File: src/ppsc_pkg.sv
package ppsc_pkg;

    localparam int BYTE_W                = 8;
    localparam int LEN_W                 = 16;
    localparam int VERDICT_W             = 3;
    localparam int POSITION_BITS_DEFAULT = 16;
    localparam int S_TDATA_W             = 24;
    localparam int M_TDATA_W             = 8;

    localparam logic [BYTE_W-1:0] FIRST_BYTE_HOLD = 8'h31;
    localparam logic [BYTE_W-1:0] CHAR_SPACE      = 8'h20;
    localparam logic [BYTE_W-1:0] CHAR_ZERO       = 8'h30;
    localparam logic [BYTE_W-1:0] CHAR_NINE       = 8'h39;
    localparam logic [BYTE_W-1:0] CHAR_EIGHT      = 8'h38;

    localparam logic [LEN_W-1:0] LEN_ONE      = 16'd1;
    localparam logic [LEN_W-1:0] LEN_GET      = 16'd3;
    localparam logic [LEN_W-1:0] LEN_SEND     = 16'd4;
    localparam logic [LEN_W-1:0] LEN_PATTERN  = 16'd149;
    localparam logic [LEN_W-1:0] LEN_TAIL_MIN = 16'd10;
    localparam logic [LEN_W-1:0] LEN_TAIL_MAX = 16'd1000;

    typedef enum logic [1:0] {
        DEC_SEARCHING = 2'd0,
        DEC_FOUND     = 2'd1,
        DEC_EXCLUDED  = 2'd2
    } decision_t;

    typedef enum logic [VERDICT_W-1:0] {
        VERDICT_UNDECIDED   = 3'd0,
        VERDICT_STAGE_ONE   = 3'd1,
        VERDICT_FOUND       = 3'd2,
        VERDICT_EXCLUDED    = 3'd3,
        VERDICT_NOT_CHECKED = 3'd4
    } verdict_t;

    typedef struct packed {
        logic [BYTE_W-1:0] first_byte;
        logic              send_ok;
        logic              get_ok;
        logic              pattern_ok;
        logic              tail_digits;
    } pkt_state_t;

    typedef struct packed {
        logic      stage;
        decision_t decision;
    } flow_state_t;

    localparam pkt_state_t PKT_STATE_RESET = '{
        first_byte:  '0,
        send_ok:     1'b1,
        get_ok:      1'b1,
        pattern_ok:  1'b1,
        tail_digits: 1'b0
    };

    localparam flow_state_t FLOW_STATE_RESET = '{stage: 1'b0, decision: DEC_SEARCHING};

    function automatic logic [BYTE_W-1:0] send_char(input logic [1:0] idx);
        logic [BYTE_W-1:0] c;
        case (idx)
            2'd0:    c = 8'h53;
            2'd1:    c = 8'h45;
            2'd2:    c = 8'h4E;
            default: c = 8'h44;
        endcase
        return c;
    endfunction

    function automatic logic [BYTE_W-1:0] get_char(input logic [1:0] idx);
        logic [BYTE_W-1:0] c;
        case (idx)
            2'd0:    c = 8'h47;
            2'd1:    c = 8'h45;
            default: c = 8'h54;
        endcase
        return c;
    endfunction

    // offset below 149 assumed
    function automatic logic pattern_byte_ok(input logic [7:0] pos, input logic [BYTE_W-1:0] b);
        logic ok;
        if (pos == 8'd0)
            ok = (b == CHAR_EIGHT);
        else if (pos inside {[8'd17:8'd28], 8'd39, 8'd40})
            ok = (b == 8'h00);
        else if (pos == 8'd135)
            ok = (b == 8'h7E);
        else if (pos == 8'd136)
            ok = (b == 8'hDF);
        else if (pos == 8'd147)
            ok = (b == 8'hF7);
        else if (pos == 8'd148)
            ok = (b == 8'h92);
        else
            ok = 1'b1;
        return ok;
    endfunction

endpackage

File: src/ppsc_byte_check.sv
module ppsc_byte_check #(
    parameter int POSITION_BITS = ppsc_pkg::POSITION_BITS_DEFAULT
) (
    input  logic [POSITION_BITS-1:0] pos,
    input  logic [ppsc_pkg::BYTE_W-1:0] data_byte,
    input  ppsc_pkg::pkt_state_t     cur,
    output ppsc_pkg::pkt_state_t     upd
);
    import ppsc_pkg::*;

    logic pos_zero;
    logic pos_lt3;
    logic pos_lt4;
    logic pos_lt149;
    logic is_digit;

    assign pos_zero  = (pos == '0);
    assign pos_lt3   = (pos < POSITION_BITS'(3));
    assign pos_lt4   = (pos < POSITION_BITS'(4));
    assign pos_lt149 = (pos < POSITION_BITS'(149));
    assign is_digit  = (data_byte >= CHAR_ZERO) && (data_byte <= CHAR_NINE);

    always_comb
    begin
        upd = cur;
        if (pos_zero)
            upd.first_byte = data_byte;
        if (!pos_lt4 || data_byte != send_char(pos[1:0]))
            upd.send_ok = 1'b0;
        if (!pos_lt3 || data_byte != get_char(pos[1:0]))
            upd.get_ok = 1'b0;
        if (!pos_lt149 || !pattern_byte_ok(pos[7:0], data_byte))
            upd.pattern_ok = 1'b0;
        if (pos_zero)
            upd.tail_digits = 1'b0;
        else if (data_byte == CHAR_SPACE)
            upd.tail_digits = 1'b1;
        else if (!is_digit)
            upd.tail_digits = 1'b0;
    end

endmodule

File: src/ppsc_verdict.sv
module ppsc_verdict #(
    parameter int POSITION_BITS = ppsc_pkg::POSITION_BITS_DEFAULT
) (
    input  logic [POSITION_BITS-1:0]   pos,
    input  logic [ppsc_pkg::LEN_W-1:0] len,
    input  ppsc_pkg::pkt_state_t       pkt,
    input  ppsc_pkg::flow_state_t      flow_cur,
    output ppsc_pkg::flow_state_t      flow_upd,
    output ppsc_pkg::verdict_t         verdict
);
    import ppsc_pkg::*;

    logic [LEN_W:0] pos_count;
    logic           count_ok;

    assign pos_count = (LEN_W + 1)'(pos) + 1'b1;
    assign count_ok  = (pos_count == {1'b0, len});

    always_comb
    begin
        flow_upd = flow_cur;
        verdict  = VERDICT_EXCLUDED;
        if (flow_cur.decision != DEC_SEARCHING)
        begin
            verdict = VERDICT_NOT_CHECKED;
        end
        else if (!flow_cur.stage)
        begin
            if (len == LEN_ONE || (len > LEN_ONE && pkt.first_byte == FIRST_BYTE_HOLD))
                verdict = VERDICT_UNDECIDED;
            else if (count_ok && len == LEN_SEND && pkt.send_ok)
            begin
                verdict        = VERDICT_STAGE_ONE;
                flow_upd.stage = 1'b1;
            end
            else if ((count_ok && len == LEN_GET && pkt.get_ok) ||
                     (count_ok && len == LEN_PATTERN && pkt.pattern_ok))
            begin
                verdict           = VERDICT_FOUND;
                flow_upd.decision = DEC_FOUND;
            end
            else
                flow_upd.decision = DEC_EXCLUDED;
        end
        else
        begin
            if (count_ok && len > LEN_TAIL_MIN && len < LEN_TAIL_MAX && pkt.tail_digits)
            begin
                verdict           = VERDICT_FOUND;
                flow_upd.decision = DEC_FOUND;
            end
            else
                flow_upd.decision = DEC_EXCLUDED;
        end
    end

endmodule

File: src/p2p_payload_signature_classifier.sv
// Classifies one TCP flow from its payload, one byte per word, and gives one verdict word
// on every word marked last. A word is taken while tready is high; it is held in an input
// register, then combinational compare logic updates the flow state and loads the
// verdict into the output register, so the block sustains one word per cycle while the
// input is not stalled. A waiting verdict stalls the input only when the next word is also a
// last word. Raise tuser on the first word of a flow to clear its state.
module p2p_payload_signature_classifier #(
    parameter int POSITION_BITS = ppsc_pkg::POSITION_BITS_DEFAULT
) (
    input  logic                           clk,
    input  logic                           rst_n,
    input  logic                           s_axis_tvalid,
    output logic                           s_axis_tready,
    input  logic [ppsc_pkg::S_TDATA_W-1:0] s_axis_tdata,  // payload_byte, payload_length
    input  logic                           s_axis_tlast,  // last_byte
    input  logic                           s_axis_tuser,  // new_flow
    output logic                           m_axis_tvalid,
    input  logic                           m_axis_tready,
    output logic [ppsc_pkg::M_TDATA_W-1:0] m_axis_tdata   // verdict, zero fill
);
    import ppsc_pkg::*;

    localparam logic [POSITION_BITS-1:0] POS_MAX = '1;

    logic                     in_valid_reg;
    logic [BYTE_W-1:0]        in_byte_reg;
    logic [LEN_W-1:0]         in_len_reg;
    logic                     in_last_reg;
    logic                     in_fresh_reg;

    logic [POSITION_BITS-1:0] pos_reg, pos_next;
    pkt_state_t               pkt_reg, pkt_next;
    flow_state_t              flow_reg, flow_next;

    logic                     out_valid_reg, out_valid_next;
    verdict_t                 out_verdict_reg;

    logic [POSITION_BITS-1:0] pos_cur;
    pkt_state_t               pkt_cur, pkt_upd;
    flow_state_t              flow_cur, flow_upd;
    verdict_t                 verdict;
    logic                     out_free;
    logic                     advance;
    logic                     accept;

    assign out_free      = !out_valid_reg || m_axis_tready;
    assign advance       = in_valid_reg && (!in_last_reg || out_free);
    assign s_axis_tready = !in_valid_reg || advance;
    assign accept        = s_axis_tvalid && s_axis_tready;

    assign pos_cur  = in_fresh_reg ? '0 : pos_reg;
    assign pkt_cur  = in_fresh_reg ? PKT_STATE_RESET : pkt_reg;
    assign flow_cur = in_fresh_reg ? FLOW_STATE_RESET : flow_reg;

    ppsc_byte_check #(
        .POSITION_BITS (POSITION_BITS)
    ) u_byte_check (
        .pos       (pos_cur),
        .data_byte (in_byte_reg),
        .cur       (pkt_cur),
        .upd       (pkt_upd)
    );

    ppsc_verdict #(
        .POSITION_BITS (POSITION_BITS)
    ) u_verdict (
        .pos      (pos_cur),
        .len      (in_len_reg),
        .pkt      (pkt_upd),
        .flow_cur (flow_cur),
        .flow_upd (flow_upd),
        .verdict  (verdict)
    );

    always_comb
    begin
        pos_next       = pos_reg;
        pkt_next       = pkt_reg;
        flow_next      = flow_reg;
        out_valid_next = out_valid_reg && !m_axis_tready;
        if (advance)
        begin
            if (in_last_reg)
            begin
                // restart framing but keep the first byte seen
                pos_next            = '0;
                pkt_next            = PKT_STATE_RESET;
                pkt_next.first_byte = pkt_upd.first_byte;
                flow_next           = flow_upd;
                out_valid_next      = 1'b1;
            end
            else
            begin
                pos_next = (pos_cur != POS_MAX) ? pos_cur + 1'b1 : pos_cur;
                pkt_next = pkt_upd;
                flow_next = flow_cur;
            end
        end
    end

    always_ff @(posedge clk or negedge rst_n)
    begin
        if (!rst_n)
        begin
            in_valid_reg  <= 1'b0;
            out_valid_reg <= 1'b0;
            pos_reg       <= '0;
            pkt_reg       <= PKT_STATE_RESET;
            flow_reg      <= FLOW_STATE_RESET;
        end
        else
        begin
            in_valid_reg  <= accept || (in_valid_reg && !advance);
            out_valid_reg <= out_valid_next;
            pos_reg       <= pos_next;
            pkt_reg       <= pkt_next;
            flow_reg      <= flow_next;
        end
    end

    always_ff @(posedge clk)
    begin
        if (accept)
        begin
            in_byte_reg  <= s_axis_tdata[BYTE_W-1:0];
            in_len_reg   <= s_axis_tdata[BYTE_W +: LEN_W];
            in_last_reg  <= s_axis_tlast;
            in_fresh_reg <= s_axis_tuser;
        end
        if (advance && in_last_reg)
            out_verdict_reg <= verdict;
    end

    assign m_axis_tvalid = out_valid_reg;
    assign m_axis_tdata  = M_TDATA_W'(out_verdict_reg);

endmodule

File: config.mk
export PLATFORM = sky130hd
export DESIGN_NAME = p2p_payload_signature_classifier
export DESIGN_NICKNAME = d
export VERILOG_FILES = /design/src/ppsc_pkg.sv /design/src/ppsc_byte_check.sv /design/src/ppsc_verdict.sv /design/src/p2p_payload_signature_classifier.sv
export SDC_FILE = /design/constraint.sdc
export NUM_CORES = 1
export LEC_CHECK = 0
export BUFFER_PORTS_ARGS = -buffer_cell sky130_fd_sc_hd__buf_2
export CORE_UTILIZATION = 50
export CTS_CLUSTER_SIZE = 30
export DETAILED_ROUTE_END_ITERATION = 8
export PLACE_DENSITY = 0.72
export RECOVER_POWER = 100
export SYNTH_ARGS = -nofsm -noshare
export SYNTH_HDL_FRONTEND = slang
export SYNTH_SLANG_ARGS = --single-unit
File: constraint.sdc
create_clock -name clk -period 2.85 [get_ports clk]
set_input_delay 0.285 -clock clk [delete_from_list [all_inputs] [get_ports clk]]
set_output_delay 0.285 -clock clk [all_outputs]
set_load 0.01 [all_outputs]
# Yosys cells after proc, flatten, opt, wreduce, memory -nomap -nowiden
# Cells that the tools add are included.
dict set report totals {
  register_bits 62
  latch_bits 0
  mem_bits_rw 0
  rom_bits 0
  input_bits 30
  wordCells 128
  mem_count 0
}
dict set report classes {
  addsub 2
  mul 0
  div 0
  order_cmp 10
  eq_ne 23
  n_shift 0
  muxes 37
  n_bitwise 0
  reduce_logical 41
}
# operator count
set op_table {}
lappend op_table {{$eq A8 B8 Y1 const B} 7}
lappend op_table {{$mux W16} 3}
lappend op_table {{$eq A8 B6 Y1 const B} 5}
lappend op_table {{$mux W3} 7}
lappend op_table {{$mux W1} 18}
lappend op_table {{$add A16 B1 Y17 const B} 1}
lappend op_table {{$eq A17 B16 Y1} 1}
lappend op_table {{$logic_and A1 B1 Y1} 17}
lappend op_table {{$add A16 B1 Y16 const B} 1}
lappend op_table {{$eq A16 B1 Y1 const B} 1}
lappend op_table {{$eq A16 B2 Y1 const B} 1}
lappend op_table {{$eq A16 B3 Y1 const B} 1}
lappend op_table {{$eq A16 B8 Y1 const B} 1}
lappend op_table {{$gt A16 B1 Y1 const B} 1}
lappend op_table {{$gt A16 B4 Y1 const B} 1}
lappend op_table {{$logic_not A16 Y1} 1}
lappend op_table {{$logic_not A8 Y1} 2}
lappend op_table {{$lt A16 B10 Y1 const B} 1}
lappend op_table {{$lt A16 B2 Y1 const B} 1}
lappend op_table {{$lt A16 B3 Y1 const B} 1}
lappend op_table {{$lt A16 B8 Y1 const B} 1}
lappend op_table {{$ne A16 B16 Y1 const B} 1}
lappend op_table {{$ne A8 B7 Y1} 2}
lappend op_table {{$pmux W5 S3} 1}
lappend op_table {{17 further kinds} 36}

# Logic depth before layout (Yosys ltp)
dict set report logic_depth {
  ltp_word 19
  depth_mapped 12
}

# By module
# A second synthesis with hierarchy kept.
dict set report unflattened {
  hier_cells 467
  hier_area_um2 4299.1
}
# module instances cells_per_inst area_per_inst_um2 seq_area_each_um2
set by_module_without_submodules {}
lappend by_module_without_submodules {p2p_payload_signature_classifier 1 259 2891.5 1700.4}
lappend by_module_without_submodules {ppsc_verdict 1 117 814.5 0.0}
lappend by_module_without_submodules {ppsc_byte_check 1 91 593.1 0.0}

# Worst setup path before layout
# Ideal clock, no wire load.
dict set report synth_path {
  kind {register to register}
  start {register in_fresh_reg}
  end {register out_verdict_reg[0] (data pin)}
  arrival_time_ps 2837
  setup_slack_ps -254
  path_stages_with_launch 13
  n_path_buf 2
  synth_period_minus_slack_ps 3104
  cell_sequence {edfxtp_1 > buf_2 > nor2b_1 > ha_1 > buf_2 > nand2_1 > nor2_1 > o311ai_0 > a2111o_1 > a2111oi_2 > nand4_1 > nor3_2 > a211oi_1}
}
dict set report synth_between {
  elab_chain_cells 17
  word_cells_on_any_way 66
  classes_between {1 x add/sub; 5 x order compare; 12 x eq/ne; 23 x mux; 25 x reduce/logical}
}
# element line_no
set synth_rtl {}
lappend synth_rtl {{start: declaration} p2p_payload_signature_classifier.sv:29} ;# logic in_fresh_reg;
lappend synth_rtl {{start signal: assignment} p2p_payload_signature_classifier.sv:128} ;# in_fresh_reg <= s_axis_tuser;
lappend synth_rtl {{parallel branches: the longest is 17 deep, another holds $ge A8 B5 Y1} -}
lappend synth_rtl {{end signal: assignment} p2p_payload_signature_classifier.sv:131} ;# out_verdict_reg <= verdict;
lappend synth_rtl {{end: declaration} p2p_payload_signature_classifier.sv:36} ;# verdict_t out_verdict_reg;
# Parallel ways; which one is timed is not known.
# A chain may end at the register's enable or synchronous reset.

# Final worst setup path
# Same ends and word-level chain as after synthesis.

==> flow_metrics.tcl <==
set metrics [dict create \
    cp_max_fo 8 \
    antenna_found_initial 0 \
    layout-drive-gt1-share 0.285 \
    dr_wl_met2_mm 5.21 \
    worstSetupPathType "reg2reg" \
    p_per_area_nw_per_um2 462 \
    worst_clock_skew_ns 0.0119 \
    synth_top_area_frac 0.219 \
    cts_inserted_buffers 9 \
    dp_hpwl_mm 8.10 \
    cts_sinks 62 \
    synth_cell_type_count 69 \
    finalHoldViolCount 0 \
    htreeDepth 3 \
    timing.setup.tns_ns -0.00990 \
    p_seq_frac 0.464 \
    clkPwrFrac 0.377 \
    start_util 0.515 \
    status "finished, violations left" \
    cp.arrival_ns 2.95 \
    setup_viol 1 \
    wl_per_cell_um 18.4 \
    clock_path_buffers 2 \
    io_buffers 34 \
    overflow 0 \
    p_leak_nw 2.04 \
    path_buf_inv 2 \
    synthFlopType "dfrtp_1" \
    dieWidth_um 91.2 \
    p_comb_frac 0.159 \
    ios 40 \
    violations "capacitance limit, slew limit, setup timing" \
    dr_wl_met3_um 762 \
    max_freq_mhz 350 \
    synth_warnings 0 \
    core_um2 7730 \
    cp.required_ns 2.94 \
    grt_max_degree 34 \
    syn_area_per_cell_um2 9.47 \
    rsz0062_at_grt "true" \
    p_int_mw 1.70 \
    slowest_delay_ns 0.53 \
    antenna_cells 0 \
    synth_area_leaders "edfxtp_1 22%, dfrtp_1 19%, a21oi_1 3.9%" \
    drv_slew 34 \
    synthArstFlopShare 0.532 \
    holdCritPathClass "in2reg" \
    startpoint_type "register" \
    dr.pass1.iters 6 \
    synth_top_cell_by_area "edfxtp_1" \
    vias 3746 \
    viasPerCell 6.07 \
    die_y_um 91.2 \
    grt_pass1_vias 3552 \
    peakVddDrop_mv 0.396 \
    area_delta_synth_final_pct 26.2 \
    crit_chain "buf_6, buf_4, nand2b_1, nor2_1, a211o_1, a2111o_1, a2111oi_4, nand4_1, nor3_4, a211oi_2" \
    synth_edf_count 29 \
    synth_area_um2 3980 \
    slew_headroom -0.283 \
    slowest_stage "edfxtp_1" \
    fin_crit_sh 1.00 \
    top_layer_used "met4" \
    synth-seq-cells 62 \
    syn_inst 420 \
    detail-route-antenna-nets 0 \
    path_delay_family "compound AO/OA/AOI/OAI gates" \
    met1_length_mm 5.06 \
    wl_mm 11.3 \
    insertion_delay_ns 0.34 \
    num-nets-final 545 \
    synth.most_common_cell "a21oi_1" \
    tritoncts "yes" \
    holdBufCountCts 0 \
    timing.final.ws_setup_ns -0.00990 \
    rows 32 \
    cts.reportedPaths.clkPinSlew_ns 0.07 \
    cts-root-buf "clkbuf_8" \
    maxCapViolCount 1 \
    grt_pass1_wl_mm 18.0 \
    end_kind "register" \
    synth_commonest_cells "31 x a21oi_1, 30 x dfrtp_1, 30 x nand2_1, 30 x nor2_1, 29 x edfxtp_1" \
    die-area_um2 8320 \
    seq_area_frac_synth 0.427 \
    gr-usage-all-layers 0.282 \
    worst_pin_slew_ns 1.93 \
    final_core_util 0.650 \
    finalWeightedCongestion 0.932 \
    period_needed_ns 2.86 \
    switching_share 0.266 \
    first_iter_violations 234 \
    p_switching_mw 0.615 \
    drc_errors 0 \
]
## placed cells by master, fill, tap and decap left out, types with 4 or more instances in the layout
master	n
a21oi_1	30
a22o_1	8
buf_2	30
buf_4	62
clkbuf_1	6
clkbuf_8	10
conb_1	5
dfrtp_1	30
edfxtp_1	29
inv_1	11
nand2_1	29
nand2b_1	10
nand3_1	11
nand3b_1	6
nand4_1	7
nand4b_1	5
nor2_1	29
nor2b_1	6
nor3_1	12
nor4_1	4
o21ai_0	26
o21ai_1	4
or3_1	7
or4_1	4
xnor2_1	15
xor2_1	14
## cell type report
class                   instances  area (µm²)
fillers                       648        2710
multi-input cells             326        2270
flip-flops and latches         62        1700
repair buffers                100         662
clock buffers                  11         141
well taps                     102         128
clock inverters                 5        81.3
inverters                      11        41.3
## cell families (layout without fill, tap and decap cells)
logic type	after synthesis	count (layout)	synth area share
xor+xnor	30	30	0.0661
fa+ha+maj	5	5	0.0157
compound gates	109	109	0.179
buf+inv	36	127	0.0412
flops	62	62	0.427
mux	5	5	0.0129
other cells	1	5	0.000943
simple gates	172	172	0.257
## routing by layer
layer / vias to the layer above / GRT usage
met4: 0 / 0.132
met5: - / 0
met1: 1826 / 0.391
met2: 150 / 0.422
met3: 31 / 0.0578
li1: 1739 / -
## what timing repair did
action,in CTS,in global routing
pin swaps,0,11
setup buffers,0,6
cloned,0,1
resized for setup,8,22
setup endpoints to repair,4,4
## through the flow
stage                     cells  total power, mW  setup WS, ns  hold slack (ns)  instance area (µm²)
final                       617             2.32      -0.00990            0.111                 5020
after detailed placement    594             1.43        -0.177            0.406                 4620
after CTS                   610             2.31       -0.0390           0.0364                 4890
after global routing        617             2.40        -0.180           0.0993                 5020
after floorplan             424             1.28        0.0224          -0.0106                 4010
after global placement      594             1.42       -0.0240            0.411                 4620
## final timing paths
path / from / end / slack, ns / cells after the start
setup / recovery: in_fresh_reg$_DFFE_PP_ / out_verdict_reg[0]$_SDFFCE_PP0P_ / -0.01 / 10
hold / removal: s_axis_tdata[22] / in_len_reg[14]$_DFFE_PP_ / 0.11 / 1
setup reg to reg: in_fresh_reg$_DFFE_PP_ / out_verdict_reg[0]$_SDFFCE_PP0P_ / -0.01 / 10
hold reg to reg: flow_reg[0]$_DFFE_PN0P_ / flow_reg[0]$_DFFE_PN0P_ / 0.50 / 1
max in group asynchronous: rst_n / flow_reg[2]$_DFFE_PN0P_ / 1.26 / 1
min in group asynchronous: rst_n / pos_reg[11]$_DFFE_PN0P_ / 0.47 / 1
## power groups by stage
stage | Combinational, mW | Clock (mW) | Sequential [mW]
3_5_place_dp | 0.339 | 0 | 1.09
3_3_place_gp | 0.335 | 0 | 1.08
4_1_cts | 0.345 | 0.890 | 1.07
5_1_grt | 0.402 | 0.917 | 1.08
2_1_floorplan | 0.210 | 0 | 1.07
6_report | 0.369 | 0.874 | 1.07
No activity file was read; power rests on OpenSTA's default activity.
